==> config.mk <==
export PLATFORM = sky130hd
export DESIGN_NAME = rsmp_mac
export DESIGN_NICKNAME = d
export VERILOG_FILES = /design/src/rsmp_pkg.sv /design/src/rsmp_mac.sv
export SDC_FILE = /design/constraint.sdc
export NUM_CORES = 2
export LEC_CHECK = 0
export ABC_AREA = 1
export BUFFER_PORTS_ARGS = -buffer_cell sky130_fd_sc_hd__buf_2
export CAP_MARGIN = 10
export CORE_MARGIN = 2
export CORE_UTILIZATION = 40
export CTS_BUF_LIST = sky130_fd_sc_hd__clkbuf_8
export CTS_CLUSTER_DIAMETER = 40
export CTS_CLUSTER_SIZE = 24
export DETAILED_ROUTE_END_ITERATION = 10
export PLACE_DENSITY_LB_ADDON = 0.25
export RECOVER_POWER = 50
export SYNTH_ARGS = -nofsm -noshare
export SYNTH_HDL_FRONTEND = slang
export SYNTH_SLANG_ARGS = --single-unit
==> constraint.sdc <==
create_clock -name i_clk -period 7.45 [get_ports i_clk]
set_input_delay 0.745 -clock i_clk [delete_from_list [all_inputs] [get_ports i_clk]]
set_output_delay 0.745 -clock i_clk [all_outputs]
set_load 0.03 [all_outputs]
==> src/rsmp_pkg.sv <==
// ----------------------------------------------------------------------------
// rsmp_pkg
// Shared types and constants of the 147/160 polyphase resampler.
// ----------------------------------------------------------------------------
`default_nettype none

package rsmp_pkg;

    localparam int UP_FACTOR   = 147;
    localparam int DOWN_FACTOR = 160;
    localparam int STEP_INT    = DOWN_FACTOR / UP_FACTOR;
    localparam int STEP_FRAC   = DOWN_FACTOR % UP_FACTOR;

    localparam int COEF_WIDTH  = 24;
    localparam int FRAC_BITS   = COEF_WIDTH - 2;
    localparam int SAMPLE_W    = 16;
    localparam int PAIR_W      = 2 * SAMPLE_W;
    localparam int HALF_W      = 15;
    localparam int IDX_W       = 32;
    localparam int PH_W        = 9;
    localparam int QUOT_W      = 8;
    localparam int TAP_CNT_W   = 10;
    localparam int DIST_W      = 18;
    localparam int ACC_W       = COEF_WIDTH + SAMPLE_W + TAP_CNT_W;

    localparam int SAT_MAX     = 32767;
    localparam int SAT_MIN     = -32768;

    localparam int IN_TDATA_W  = 72;
    localparam int OUT_TDATA_W = 48;

    localparam logic OP_COEF   = 1'b0;
    localparam logic OP_SAMPLE = 1'b1;

    typedef logic signed [SAMPLE_W-1:0]   t_sample;
    typedef logic signed [COEF_WIDTH-1:0] t_coef;

    typedef struct packed {
        logic clr;
        logic tap;
        logic fin;
    } t_mac_ctl;

endpackage

`default_nettype wire

==> src/rsmp_mac.sv <==
// ----------------------------------------------------------------------------
// rsmp_mac
// Two-lane multiply-accumulate with half-even rounding and 16-bit saturation.
// ----------------------------------------------------------------------------
`default_nettype none

module rsmp_mac (
    input  wire logic                         i_clk,
    input  wire logic                         i_rst_n,
    input  wire rsmp_pkg::t_mac_ctl           i_ctl,
    input  wire rsmp_pkg::t_coef              i_coef,
    input  wire logic [rsmp_pkg::PAIR_W-1:0]  i_hist,
    output logic                              o_busy,
    output rsmp_pkg::t_sample                 o_left,
    output rsmp_pkg::t_sample                 o_right
);

    localparam int PROD_W = rsmp_pkg::COEF_WIDTH + rsmp_pkg::SAMPLE_W;
    localparam int ACC_W  = rsmp_pkg::ACC_W;
    localparam int FRAC   = rsmp_pkg::FRAC_BITS;
    localparam int Q_W    = ACC_W - FRAC + 1;
    localparam logic signed [Q_W-1:0] Q_MAX = Q_W'(rsmp_pkg::SAT_MAX);
    localparam logic signed [Q_W-1:0] Q_MIN = Q_W'(rsmp_pkg::SAT_MIN);

    function automatic rsmp_pkg::t_sample round_sat(input logic signed [ACC_W-1:0] acc);
        logic signed [Q_W-1:0] q;
        logic [FRAC-1:0]       rem;
        logic                  up;
        q   = {acc[ACC_W-1], acc[ACC_W-1:FRAC]};
        rem = acc[FRAC-1:0];
        up  = rem[FRAC-1] && ((rem[FRAC-2:0] != '0) || q[0]);
        q   = q + {{(Q_W-1){1'b0}}, up};
        if (q > Q_MAX) begin
            q = Q_MAX;
        end else if (q < Q_MIN) begin
            q = Q_MIN;
        end
        return q[rsmp_pkg::SAMPLE_W-1:0];
    endfunction

    rsmp_pkg::t_sample          hist_l;
    rsmp_pkg::t_sample          hist_r;
    logic signed [PROD_W-1:0]   r_prod_l;
    logic signed [PROD_W-1:0]   r_prod_r;
    logic                       r_pv;
    logic signed [ACC_W-1:0]    r_acc_l;
    logic signed [ACC_W-1:0]    r_acc_r;
    rsmp_pkg::t_sample          r_left;
    rsmp_pkg::t_sample          r_right;

    assign hist_l = i_hist[rsmp_pkg::SAMPLE_W-1:0];
    assign hist_r = i_hist[rsmp_pkg::PAIR_W-1:rsmp_pkg::SAMPLE_W];

    always_ff @(posedge i_clk) begin
        if (!i_rst_n) begin
            r_pv <= 1'b0;
        end else begin
            r_pv <= i_ctl.tap;
        end
    end

    always_ff @(posedge i_clk) begin
        if (i_ctl.tap) begin
            r_prod_l <= i_coef * hist_l;
            r_prod_r <= i_coef * hist_r;
        end
        if (i_ctl.clr) begin
            r_acc_l <= '0;
            r_acc_r <= '0;
        end else if (r_pv) begin
            r_acc_l <= r_acc_l + ACC_W'(r_prod_l);
            r_acc_r <= r_acc_r + ACC_W'(r_prod_r);
        end
        if (i_ctl.fin) begin
            r_left  <= round_sat(r_acc_l);
            r_right <= round_sat(r_acc_r);
        end
    end

    assign o_busy  = r_pv;
    assign o_left  = r_left;
    assign o_right = r_right;

endmodule

`default_nettype wire

### Yosys cells after proc, flatten, opt, wreduce, memory -nomap -nowiden

Cells that the tools add are included.
Widths: inputs -> output; s select.

* add/subtract/negate cells: 4
* multiply operators: 2
* $lt $le $gt $ge: 4
* multiplexer cells: 2
* reductions and logical operators: 6

Operators with widths (count)
* $add 50x40->50: 2
* $mul 24x16->40: 2
* $add 28x2->29: 2
* $gt 29x16->1 const B: 2
* $lt 29x16->1 const B: 2
* $reduce_bool 21->1: 2
* $mux 16: 2
* $logic_and 1x1->1: 2
* $logic_or 1x1->1: 2

* register bits: 213
* bits of input ports: 61
* output and inout port bits: 33
* word-level logic and storage cells: 25

### Longest topological paths before layout

* word-level depth: 6
* gate-level depth with buffers: 27
* mapped depth without buffers: 26

### Least setup slack after synthesis

No wires, ideal clock.

* path type: input -> register
* from: in i_hist[1] in the netlist's numbering
* to: reg r_prod_l[39], data pin
* library setup time: 254 ps
* arrival time: 5650 ps
* path slack: 1546 ps
* stages on the path: 23
* cell sequence: clkbuf_1 -> nand2_1 -> fa_1 -> inv_1 -> fa_1 -> inv_1 -> fa_1 -> inv_1 -> fa_1 -> fa_1 -> inv_1 -> fa_1 -> inv_1 -> ha_1 -> nand2_1 -> nor2_1 -> inv_1 -> nor2_1 -> inv_1 -> nor4b_1 -> nand3_1 -> nand4_1 -> nand2_1

* longest elaborated chain between the ends: 1

RTL lines
* from (decl): line rsmp_mac.sv:12 `input wire logic [rsmp_pkg::PAIR_W-1:0] i_hist,`
* $mul 24x16->40: line rsmp_mac.sv:64 `r_prod_l <= i_coef * hist_l;`
* to (signal assigned): line rsmp_mac.sv:64
* to (decl): line rsmp_mac.sv:43 `logic signed [PROD_W-1:0] r_prod_l;`

Every way passes these cells.
A chain may end at the register's enable or synchronous reset.

### Worst setup path in the final report

* from: in i_coef[0]
* to: reg r_prod_l[34], data pin

* longest elaborated chain between the ends: 1

RTL lines
* from (decl): line rsmp_mac.sv:11 `input wire rsmp_pkg::t_coef i_coef,`
* $mul 24x16->40: line rsmp_mac.sv:64

Every way passes these cells.

==> flow_metrics.tcl <==
set metrics [dict create \
    status "complete, but fails checks" \
    violations "capacitance limit, slew limit" \
    drc 0 \
    yosys.area_share.simple_pct 23.3 \
    area_growth_pct 6.62 \
    fmax_ghz 0.152 \
    clkSinkCount 213 \
    post-route-min-period_ps 6600 \
    syn-num-nets 7580 \
    final-hold-violation-count 0 \
    arrival_ps 6970 \
    grt_pass1_wl_um 229000 \
    setup_viol 0 \
    wl_um 142000 \
    crit_fanout 12 \
    ys_warn_count 0 \
    yosysSeqAreaShare_pct 11.7 \
    synth_compound_area_share_pct 6.12 \
    reg2reg_slack_ps 2050 \
    worstMarginPinSlew_ps 3850 \
    hpwl_um 116000 \
    synth_top_area_cell "fa_1" \
    num-fill-cells 12100 \
    htreeDepth 2 \
    async_flop_share_pct 0 \
    final_nets 7595 \
    r2r_cells 4 \
    crit_path_end_kind "register" \
    vias 39900 \
    critical_path_required_ps 7820 \
    yosysTopAreaCellShare_pct 32.6 \
    synth.avg_cell_area_um2 7.11 \
    num_rows 124 \
    io_buffers 93 \
    cts-buffers-inserted 42 \
    path_class "in2reg" \
    clk_pin_slew_ps 70 \
    cap_violations 4 \
    slew_headroom_pct -156 \
    coreArea_um2 114000 \
    netlist_area_um2 46000 \
    final_common_cell "nand2_1" \
    period_share_pct 88.6 \
    clock_path_buffers 3 \
    dp.cells 7955 \
    skew_ps 40.6 \
    io_pins 94 \
    cts-resized-gates 0 \
    register_area_um2 5390 \
    min_path_cells 3 \
    synthMuxAreaShare_pct 0 \
    start_util_pct 40.3 \
    grt.total_usage_pct 24.7 \
    die_area_um2 118000 \
    rsz0062_at_grt "false" \
    synth_fa_ha_area_share_pct 40.7 \
    synth_area_leaders "fa_1 (33%), nand2_1 (14%), inv_1 (14%)" \
    synth_top_family_by_area "adder cells" \
    place_congestion 0.980 \
    fin_tns_setup_ps 0 \
    synth_xor_area_share_pct 2.93 \
    final_cell_mix "nand2_1 (1759), inv_1 (1680), fa_1 (750), nor2_1 (560), ha_1 (297)" \
    antenna_left 0 \
    synth_enable_flop_cells 112 \
    ys_ff_latch 213 \
    cts_hold_buf 0 \
    synth_cells 6472 \
    root_buffer "clkbuf_8" \
    antenna_found_initial 6 \
    cp-start-kind "input pin" \
    drive_above_1_share_pct 3.24 \
    multiInputGateArea_um2 33600 \
    synth_ff_type "edfxtp_1" \
    layout.cells.non_filler 8036 \
    synth.distinct_cells 46 \
    grt_max_degree 81 \
    clk-insertion-delay-late_ps 650 \
    drv_slew 211 \
    hold_class "in2reg" \
    vias_per_cell 4.96 \
    post_cts_buffers 0 \
    post_drt_wl_per_cell_um 17.7 \
    drtIter0Drc 2930 \
    dr.pass1.iters 8 \
    die_w_um 343 \
    die_h_um 343 \
    grt_overflow 0 \
    grt_pass1_vias 41100 \
    cts_tree "yes" \
]
[sequential cells by signal, summed over array words and instances (netlist names)]
register  count
o_busy        1
o_left       16
o_right      16
r_acc_l      50
r_acc_r      50
r_prod_l     40
r_prod_r     40
[kinds of logic (layout without fill, tap and decap cells)]
| group | count (synthesis) | count (layout) |
|---|---|---|
| AO/OA/AOI/OAI | 520 | 520 |
| flip-flops | 213 | 213 |
| adder cells (fa/ha/maj) | 1047 | 1047 |
| AND/OR/NAND/NOR | 2684 | 2684 |
| buffers and inverters | 1854 | 1902 |
| other | 0 | 4 |
| XOR/XNOR | 154 | 154 |
[synth_stat cells, drive strengths merged, types with 2 or more instances]
cell type,number
edfxtp,112
a21oi,255
a31oi,15
ha,297
nand3,209
nand4,58
xnor2,33
xor2,121
o21ai,183
and3,3
a211oi,2
nor4,14
nor2,572
or2,3
inv,1680
nor3,40
and2,6
nand3b,7
dfxtp,101
o21a,3
a21o,14
buf,5
a31o,2
fa,750
nand2,1769
and3b,2
o211ai,2
clkbuf,169
a21boi,6
o21bai,30
o221ai,6
[metal layers]
layer  wire length [um]  track usage, %  vias up  part of all wire (%)
met5                 30               0        -                 0.021
met1              65700            35.2    19500                    46
li1                   -               -    19100                     -
met3               8860            2.70      170                   6.2
met4               3010            5.00        4                   2.1
met2              64300            40.7     1135                    45
[path summary, 6_finish.rpt]
check | to | from
setup / recovery | r_prod_l[34] | i_coef[0]
hold / removal | o_busy | i_rst_n
setup reg to reg | r_acc_l[42] | o_busy
hold reg to reg | r_acc_l[0] | r_acc_l[0]
[stage by stage]
stage	instance area [um^2]	setup WS [ps]	hold WS (ps)	utilization (%)
3_3_place_gp	48100	422	474	42.1
4_1_cts	49100	1160	317	43.0
6_report	49100	851	395	43.0
5_1_grt	49000	586	353	43.0
3_5_place_dp	48100	464	484	42.1
2_1_floorplan	46000	1550	458	-
[worst max-delay path, stage by stage]
cell and delay, ps:
clkbuf_1 900, inv_1 230, nand2_1 320, fa_1 490, fa_1 490, inv_1 60
fa_1 500, fa_1 450, fa_1 490, inv_1 50, fa_1 470, inv_1 40
ha_1 340, nand2_1 130, nor2_1 260, nand2_1 80, o21ai_0 470, nand4_1 230
nand2_1 130, xor2_1 70
[layout make-up]
type	instances	share of cell area, %
inverters	1680	12.9
flip-flops and latches	213	11.0
diodes	4	0.0204
clock buffers	47	1.32
repair buffers	145	1.65
clock inverters	30	0.752
well taps	1512	3.86
multi-input cells	4405	68.6
Power is left out: the tool's default activity adds up to more than one toggle a clock period on the data nets, which glitch-free logic cannot reach.
